File: config.mk
export PLATFORM = sky130hd
export DESIGN_NAME = max_heap_priority_queue
export DESIGN_NICKNAME = d
export VERILOG_FILES = /design/src/hw/rtl/mhpq_pkg.sv /design/src/hw/rtl/mhpq_ctrl.sv /design/src/hw/rtl/mhpq_datapath.sv /design/src/hw/rtl/max_heap_priority_queue.sv
export SDC_FILE = /design/constraint.sdc
export NUM_CORES = 1
export LEC_CHECK = 0
export ABC_CLOCK_PERIOD_IN_PS = 6000
export BUFFER_PORTS_ARGS = -buffer_cell sky130_fd_sc_hd__buf_2
export CAP_MARGIN = 20
export CORE_UTILIZATION = 50
export CTS_CLUSTER_SIZE = 25
export DETAILED_ROUTE_END_ITERATION = 10
export GPL_TIMING_DRIVEN = 0
export MAX_ROUTING_LAYER = met4
export PLACE_DENSITY = 0.65
export SKIP_LAST_GASP = 1
export SLEW_MARGIN = 5
export SYNTH_ARGS = -nofsm -noshare
export SYNTH_HDL_FRONTEND = slang
export SYNTH_HIERARCHICAL = 1
export SYNTH_SLANG_ARGS = --single-unit
File: constraint.sdc
create_clock -name clk -period 6 [get_ports clk]
set_clock_uncertainty 0.15 [all_clocks]
set_input_delay 0.9 -clock clk [delete_from_list [all_inputs] [get_ports clk]]
set_output_delay 0.9 -clock clk [all_outputs]
set_load 0.02 [all_outputs]
File: src/hw/rtl/mhpq_pkg.sv
// Shared types, sizes and codes for the max-heap priority queue.
// No dependencies; imported by every RTL module of the block.
package mhpq_pkg;

	localparam int HEAP_DEPTH = 16;
	localparam int ADDR_W     = (HEAP_DEPTH > 1) ? $clog2(HEAP_DEPTH) : 1;
	localparam int CNT_W      = $clog2(HEAP_DEPTH + 1);
	localparam int KEY_W      = 32;
	localparam int MODE_W     = 2;
	localparam int STAT_W     = 2;
	localparam int OCC_W      = 5;

	localparam logic [MODE_W-1:0] MODE_INSERT  = 2'd0;
	localparam logic [MODE_W-1:0] MODE_EXTRACT = 2'd1;
	localparam logic [MODE_W-1:0] MODE_PEEK    = 2'd2;

	localparam logic [STAT_W-1:0] ST_OK    = 2'd0;
	localparam logic [STAT_W-1:0] ST_FULL  = 2'd1;
	localparam logic [STAT_W-1:0] ST_EMPTY = 2'd2;

	typedef struct packed {
		logic [MODE_W-1:0]       mode;
		logic signed [KEY_W-1:0] key;
	} mhpq_req_t;

	typedef struct packed {
		logic [STAT_W-1:0]       status;
		logic signed [KEY_W-1:0] value;
		logic [OCC_W-1:0]        occupancy;
	} mhpq_rsp_t;

	// controller -> datapath
	typedef struct packed {
		logic              start_ins;  // latch key, hole at count, count++
		logic              rd_parent;  // port A reads parent of hole
		logic              rd_kids;    // ports A/B read children of hole
		logic              take_root;  // value <= root, key <= last, count--
		logic              peek_root;  // value <= root
		logic              up_step;    // parent drops into hole, hole moves up
		logic              dn_step;    // larger child rises into hole, hole moves down
		logic              place_key;  // key written into hole
		logic              clear_val;
		logic              load_out;
		logic [STAT_W-1:0] out_status;
	} mhpq_cmd_t;

	// datapath -> controller
	typedef struct packed {
		logic cnt_zero;
		logic cnt_one;
		logic cnt_full;
		logic pos_zero;
		logic up_gt;
		logic dn_move;
	} mhpq_sts_t;

endpackage

File: src/hw/rtl/mhpq_ctrl.sv
// Sequencer for the max-heap priority queue: request decode, sift loops,
// result handoff. Depends on mhpq_pkg.
module mhpq_ctrl (
	input  logic                      clk,
	input  logic                      arst_n,
	input  logic                      req_valid,
	input  logic [mhpq_pkg::MODE_W-1:0] req_mode,
	output logic                      req_ready,
	output logic                      rsp_valid,
	input  logic                      rsp_ready,
	input  mhpq_pkg::mhpq_sts_t       sts,
	output mhpq_pkg::mhpq_cmd_t       cmd
);
	import mhpq_pkg::*;

	localparam logic [2:0] S_IDLE    = 3'd0;
	localparam logic [2:0] S_UP_RD   = 3'd1;
	localparam logic [2:0] S_UP_CMP  = 3'd2;
	localparam logic [2:0] S_EX_LOAD = 3'd3;
	localparam logic [2:0] S_DN_RD   = 3'd4;
	localparam logic [2:0] S_DN_CMP  = 3'd5;
	localparam logic [2:0] S_PK_LOAD = 3'd6;
	localparam logic [2:0] S_FINISH  = 3'd7;

	logic [2:0]        state_q, state_d;
	logic [STAT_W-1:0] st_q, st_d;
	logic              rsp_valid_q;

	assign req_ready = (state_q == S_IDLE);
	assign rsp_valid = rsp_valid_q;

	always_comb begin
		cmd            = '0;
		cmd.out_status = st_q;
		state_d        = state_q;
		st_d           = st_q;
		case (state_q)
			S_IDLE: begin
				if (req_valid) begin
					cmd.clear_val = 1'b1;
					st_d          = ST_OK;
					case (req_mode)
						MODE_INSERT: begin
							if (sts.cnt_full) begin
								st_d    = ST_FULL;
								state_d = S_FINISH;
							end else begin
								cmd.start_ins = 1'b1;
								state_d       = S_UP_RD;
							end
						end
						MODE_EXTRACT: begin
							if (sts.cnt_zero) begin
								st_d    = ST_EMPTY;
								state_d = S_FINISH;
							end else begin
								state_d = S_EX_LOAD;
							end
						end
						MODE_PEEK: begin
							if (sts.cnt_zero) begin
								st_d    = ST_EMPTY;
								state_d = S_FINISH;
							end else begin
								state_d = S_PK_LOAD;
							end
						end
						default: state_d = S_FINISH;
					endcase
				end
			end
			S_UP_RD: begin
				if (sts.pos_zero) begin
					cmd.place_key = 1'b1;
					state_d       = S_FINISH;
				end else begin
					cmd.rd_parent = 1'b1;
					state_d       = S_UP_CMP;
				end
			end
			S_UP_CMP: begin
				if (sts.up_gt) begin
					cmd.up_step = 1'b1;
					state_d     = S_UP_RD;
				end else begin
					cmd.place_key = 1'b1;
					state_d       = S_FINISH;
				end
			end
			S_EX_LOAD: begin
				cmd.take_root = 1'b1;
				state_d       = sts.cnt_one ? S_FINISH : S_DN_RD;
			end
			S_DN_RD: begin
				cmd.rd_kids = 1'b1;
				state_d     = S_DN_CMP;
			end
			S_DN_CMP: begin
				if (sts.dn_move) begin
					cmd.dn_step = 1'b1;
					state_d     = S_DN_RD;
				end else begin
					cmd.place_key = 1'b1;
					state_d       = S_FINISH;
				end
			end
			S_PK_LOAD: begin
				cmd.peek_root = 1'b1;
				state_d       = S_FINISH;
			end
			S_FINISH: begin
				if (!rsp_valid_q || rsp_ready) begin
					cmd.load_out = 1'b1;
					state_d      = S_IDLE;
				end
			end
			default: state_d = S_IDLE;
		endcase
	end

	always_ff @(posedge clk or negedge arst_n) begin
		if (!arst_n) begin
			state_q     <= S_IDLE;
			st_q        <= ST_OK;
			rsp_valid_q <= 1'b0;
		end else begin
			state_q <= state_d;
			st_q    <= st_d;
			if (cmd.load_out) begin
				rsp_valid_q <= 1'b1;
			end else if (rsp_ready) begin
				rsp_valid_q <= 1'b0;
			end
		end
	end

endmodule

File: src/hw/rtl/mhpq_datapath.sv
// Heap store, hole/key registers, occupancy counter and result register.
// Depends on mhpq_pkg; driven by mhpq_ctrl commands.
module mhpq_datapath (
	input  logic                                clk,
	input  logic                                arst_n,
	input  mhpq_pkg::mhpq_cmd_t                 cmd,
	input  logic signed [mhpq_pkg::KEY_W-1:0]   req_key,
	output mhpq_pkg::mhpq_sts_t                 sts,
	output mhpq_pkg::mhpq_rsp_t                 rsp
);
	import mhpq_pkg::*;

	logic signed [KEY_W-1:0] mem [HEAP_DEPTH];

	logic [CNT_W-1:0]        count_q;
	logic [ADDR_W-1:0]       pos_q;
	logic signed [KEY_W-1:0] key_q, value_q, rd_a_q, rd_b_q;
	mhpq_rsp_t               rsp_q;

	logic [ADDR_W-1:0]       pos_m1, par, ra, rb;
	logic [CNT_W-1:0]        cnt_m1;
	logic [ADDR_W+1:0]       lc, rc, cnt_ext;
	logic                    lc_ok, rc_ok, gt_l, gt_r;
	logic signed [KEY_W-1:0] bval, bdat, wd;
	logic [ADDR_W-1:0]       bidx;
	logic                    we;

	assign pos_m1  = pos_q - ADDR_W'(1);
	assign par     = pos_m1 >> 1;
	assign cnt_m1  = count_q - CNT_W'(1);
	assign lc      = {1'b0, pos_q, 1'b1};
	assign rc      = lc + (ADDR_W+2)'(1);
	assign cnt_ext = (ADDR_W+2)'(count_q);

	// read addresses; root and last entry by default
	assign ra = cmd.rd_parent ? par : (cmd.rd_kids ? lc[ADDR_W-1:0] : '0);
	assign rb = cmd.rd_kids ? rc[ADDR_W-1:0] : cnt_m1[ADDR_W-1:0];

	// sift-down choice: left first, right only if strictly above the pick
	assign lc_ok = lc < cnt_ext;
	assign rc_ok = rc < cnt_ext;
	assign gt_l  = lc_ok && (rd_a_q > key_q);
	assign bval  = gt_l ? rd_a_q : key_q;
	assign gt_r  = rc_ok && (rd_b_q > bval);
	assign bdat  = gt_r ? rd_b_q : rd_a_q;
	assign bidx  = gt_r ? rc[ADDR_W-1:0] : lc[ADDR_W-1:0];

	assign we = cmd.up_step | cmd.dn_step | cmd.place_key;
	always_comb begin
		if (cmd.up_step) begin
			wd = rd_a_q;
		end else if (cmd.dn_step) begin
			wd = bdat;
		end else begin
			wd = key_q;
		end
	end

	// single write port at the hole, two registered read ports
	always_ff @(posedge clk) begin
		if (we) begin
			mem[pos_q] <= wd;
		end
	end

	always_ff @(posedge clk) begin
		rd_a_q <= mem[ra];
	end

	always_ff @(posedge clk) begin
		rd_b_q <= mem[rb];
	end

	always_ff @(posedge clk or negedge arst_n) begin
		if (!arst_n) begin
			count_q <= '0;
		end else if (cmd.start_ins) begin
			count_q <= count_q + CNT_W'(1);
		end else if (cmd.take_root) begin
			count_q <= cnt_m1;
		end
	end

	always_ff @(posedge clk) begin
		if (cmd.start_ins) begin
			pos_q <= count_q[ADDR_W-1:0];
			key_q <= req_key;
		end else if (cmd.take_root) begin
			pos_q <= '0;
			key_q <= rd_b_q;
		end else if (cmd.up_step) begin
			pos_q <= par;
		end else if (cmd.dn_step) begin
			pos_q <= bidx;
		end

		if (cmd.clear_val) begin
			value_q <= '0;
		end else if (cmd.take_root || cmd.peek_root) begin
			value_q <= rd_a_q;
		end

		if (cmd.load_out) begin
			rsp_q.status    <= cmd.out_status;
			rsp_q.value     <= value_q;
			rsp_q.occupancy <= OCC_W'(count_q);
		end
	end

	assign rsp = rsp_q;

	assign sts.cnt_zero = (count_q == '0);
	assign sts.cnt_one  = (count_q == CNT_W'(1));
	assign sts.cnt_full = (count_q == CNT_W'(HEAP_DEPTH));
	assign sts.pos_zero = (pos_q == '0);
	assign sts.up_gt    = (key_q > rd_a_q);
	assign sts.dn_move  = gt_l | gt_r;

endmodule

File: src/hw/rtl/max_heap_priority_queue.sv
// Bounded max-heap priority queue of signed 32-bit keys, 16 entries deep. One request
// (insert, extract maximum, peek maximum) gives one response with a status, the
// maximum key for a good extract or peek (zero otherwise) and the occupancy after
// the request. Requests are handled one at a time: req_ready is high only while the
// sequencer is idle, and a finished response sits in an output register so the next
// request can be taken while it waits. The sequencer goes back to idle at the edge
// that loads the response. Each level of a sift, up for an insert and down for an
// extract, takes one registered read, then a compare and a single write at the hole.
// The store needs no clearing after reset; only entries below the count are ever used.
// Depends on mhpq_pkg, mhpq_ctrl and mhpq_datapath.
module max_heap_priority_queue (
	input  logic                clk,
	input  logic                arst_n,
	input  logic                req_valid,
	output logic                req_ready,
	input  mhpq_pkg::mhpq_req_t req,
	output logic                rsp_valid,
	input  logic                rsp_ready,
	output mhpq_pkg::mhpq_rsp_t rsp
);
	import mhpq_pkg::*;

	mhpq_cmd_t cmd;
	mhpq_sts_t sts;

	// sequencer: decodes the request, runs the sift loop, hands off the result
	mhpq_ctrl u_ctrl (
		.clk       (clk),
		.arst_n    (arst_n),
		.req_valid (req_valid),
		.req_mode  (req.mode),
		.req_ready (req_ready),
		.rsp_valid (rsp_valid),
		.rsp_ready (rsp_ready),
		.sts       (sts),
		.cmd       (cmd)
	);

	// store with a moving hole: the key rides in a register and lands at most once
	mhpq_datapath u_dp (
		.clk     (clk),
		.arst_n  (arst_n),
		.cmd     (cmd),
		.req_key (req.key),
		.sts     (sts),
		.rsp     (rsp)
	);

endmodule

==> impl_metrics.ini <==
[clock_network]
clk_pin_slew_ns = 0.07
clock_path_buffers = 3
cts_sinks = 694
numCtsBuffers = 71
clock-root-buffer = clkbuf_16
h-tree-depth = 3
worstSkewPairLatency_ns = 0.62
cts_tree = yes

[final_layout]
multi_input_area_sq_um = 12300
regArea_sq_um = 19900
finalNonFillerCells = 3351
fillerInstances = 4526
layout-drive-gt1-share_pct = 31.3
nets = 2568
design_area_sq_um = 39200
fin_util_pct = 62.0
syn2layout_area_growth_pct = 22.2

[placement]
place_congestion = 0.920
post-place-cells = 3055
placed_area_sq_um = 33800
dpl.hpwl_um = 62800
dp_slack_ns = -2.33
port_buffers = 78

[floorplan]
start_util_pct = 50.7
dieArea_sq_um = 65300
num_io_pins = 79
rows = 92
core-area_sq_um = 63300
die_y_um = 255
dieWidth_um = 255

[global_route]
track_usage_pct = 31.8
grt_overflow = 0
antenna_found_initial = 3
grt_pass1_vias = 21724
grt_pass1_wl_um = 145000
grt_max_degree = 22

[synthesis]
syn_area_per_cell_sq_um = 15.1
postSynthCellCount = 2123
yosys.cell_count.top_type = edfxtp_1
synth_edf_count = 587
seq_area_frac_synth_pct = 61.7
ys_top_cells_by_area = edfxtp_1, mux4_2, dfxtp_1, ha_1, nand2_1
synth_top_cell_area_share_pct = 54.9
synth_nets = 2245
yosys.cell_types.count = 73
synth.largest_area_cell = edfxtp_1
async_flop_share_pct = 1.59
ys.flop_type = edfxtp_1
syn-cell-area_sq_um = 32100
ys_ff_latch = 694
yosys-top-cells-count = edfxtp_1, nand2_1, mux4_2
yosys_warnings = 6

[job]
drv_cap = 0

[setup_path]
path_depth = 28
r2r_cells = 28
arrival_ns = 6.46
critical_path.max_stage_delay_ns = 0.47
r2r-start = u_dp/rd_a_q[13]$_DFF_P_
crit_fanout = 8
crit_buf_inv = 6
cp-start-kind = flip-flop
crit_type = flip-flop to flip-flop
critPathTopFamily = compound AO/OA/AOI/OAI gates
required_ns = 6.18
cp_slowest_cell = dfxtp_2
endpoint_kind = flip-flop
crit_start = u_dp/rd_a_q[13]$_DFF_P_

[detailed_routing]
wirelength_um = 108000
firstDrtPassIters = 6
wire_per_inst_um = 32.3
drt_iter0_drc = 3297
vias = 22449
ant_nets = 0
avgViaCountPerCell = 6.70
drc = 0

[sta]
fin_crit_ns = 6.28
drv_slew = 0
worst_slack_ns = -0.282
finalSetupViolCount = 1024
max_freq_ghz = 0.159
relSlewSlack_pct = 25.5
finalCritPeriodShare_pct = 105
rsz0062_at_grt = yes
finalHoldViolations = 0
tightest_slew_ns = 1.12

[run_status]
status = finished with violations
violations = setup timing

[worst_hold_path]
hold_class = flip-flop to flip-flop
hp-start = u_dp/value_q[13]$_SDFFE_PP0P_
worstHoldPathCells = 0
[flip-flops by register name (all words and copies together) (netlist names)]
name,count
u_ctrl/rsp_valid,1
u_dp/count_q,5
u_ctrl/st_q,2
u_dp/value_q,32
u_ctrl/state_q,3
u_dp/rsp,39
u_dp/pos_q,4
u_dp/rd_a_q,32
u_dp/rd_b_q,32
u_dp/mem,512
u_dp/key_q,32
[cells by family (layout without fill, tap and decap cells)]
| family | after synthesis | in the layout | synth area share, % |
|---|---|---|---|
| xor+xnor | 12 | 12 | 0.327 |
| other cells | 0 | 1 | 0 |
| mux | 289 | 289 | 16.6 |
| flops | 694 | 694 | 61.7 |
| fa+ha+maj | 84 | 84 | 3.27 |
| simple gates | 552 | 564 | 8.40 |
| compound gates | 295 | 310 | 6.61 |
| buf+inv | 197 | 551 | 3.06 |
[worst reg2reg max path, delay by kind of cell (launching register included)]
kind / cells / cell delay (ns)
muxes: 2 / 0.60
DFF: 1 / 0.47
buffers and inverters: 6 / 0.87
adders and majority gates: 2 / 0.54
AOI/OAI and AO/OA: 8 / 1.85
and+or+nand+nor: 10 / 1.48
[final timing paths]
kind / endpoint / slack, ns
setup / recovery: u_dp/mem[2][24]$_DFFE_PP_ / -0.28
hold / removal: u_dp/rsp[18]$_DFFE_PP_ / 0.28
setup reg to reg: u_dp/mem[2][24]$_DFFE_PP_ / -0.28
hold reg to reg: u_dp/rsp[18]$_DFFE_PP_ / 0.28
max in group asynchronous: u_ctrl/st_q[1]$_DFFE_PN0P_ / 4.93
min in group asynchronous: u_ctrl/state_q[2]$_DFFE_PN0P_ / 0.54
[layout by cell type, fill, tap and decap left out, types with 11 or more instances in the layout]
| cell type | n |
|---|---|
| clkbuf_16 | 79 |
| a211oi_1 | 32 |
| a31oi_1 | 35 |
| nor2_1 | 11 |
| mux4_2 | 192 |
| buf_2 | 96 |
| nand2_1 | 254 |
| nor2b_1 | 37 |
| buf_12 | 63 |
| and2_1 | 34 |
| o221a_4 | 30 |
| nand4_1 | 12 |
| inv_1 | 49 |
| buf_16 | 14 |
| a21oi_1 | 91 |
| buf_4 | 70 |
| ha_1 | 78 |
| and2_4 | 28 |
| or3_4 | 15 |
| mux2i_1 | 64 |
| clkbuf_1 | 99 |
| edfxtp_1 | 587 |
| dfxtp_1 | 75 |
| buf_6 | 32 |
| nand3_1 | 104 |
| or3_1 | 20 |
| dfrtp_1 | 11 |
| a21o_1 | 12 |
| mux2_2 | 32 |
| a311oi_1 | 33 |
| dfxtp_2 | 13 |
| clkinv_2 | 11 |
| o221a_2 | 17 |
[cell type report]
class | count | area share, %
Antenna cell | 1 | 0.00638
Timing Repair Buffer | 224 | 6.67
Inverter | 51 | 0.501
Multi-Input combinational cell | 1259 | 31.4
Clock inverter | 31 | 0.775
Sequential cell | 694 | 50.6
Tap cell | 846 | 2.70
Clock buffer | 100 | 5.18
Buffer | 145 | 2.15
[repair_timing]
item	CTS	global route
resized for setup	147	99
gates cloned	24	18
hold buffers	1	0
hold endpoints to repair	7	0
pin swaps	40	40
setup buffers	93	30
endpoints found under the setup margin	1031	1028
[layer usage]
metal  vias up  track usage [%]  wire length [um]
met5         -                -                 0
met4         0             15.3              5800
met3       380             7.10             16800
met2      1812             47.8             47200
met1     11152             41.0             38300
li1       9105                -                 -
[stage by stage]
step,hold slack (ns),TNS [ns]
floorplan,0.258,0
detailed placement,0.266,-1953.69
global route,0.287,-293.05
CTS,0.280,-64.27
global placement,0.264,-1881.85
finish,0.277,-172.07
Power is left out: the tool's default activity adds up to more than one toggle a clock period on the data nets, which glitch-free logic cannot reach.
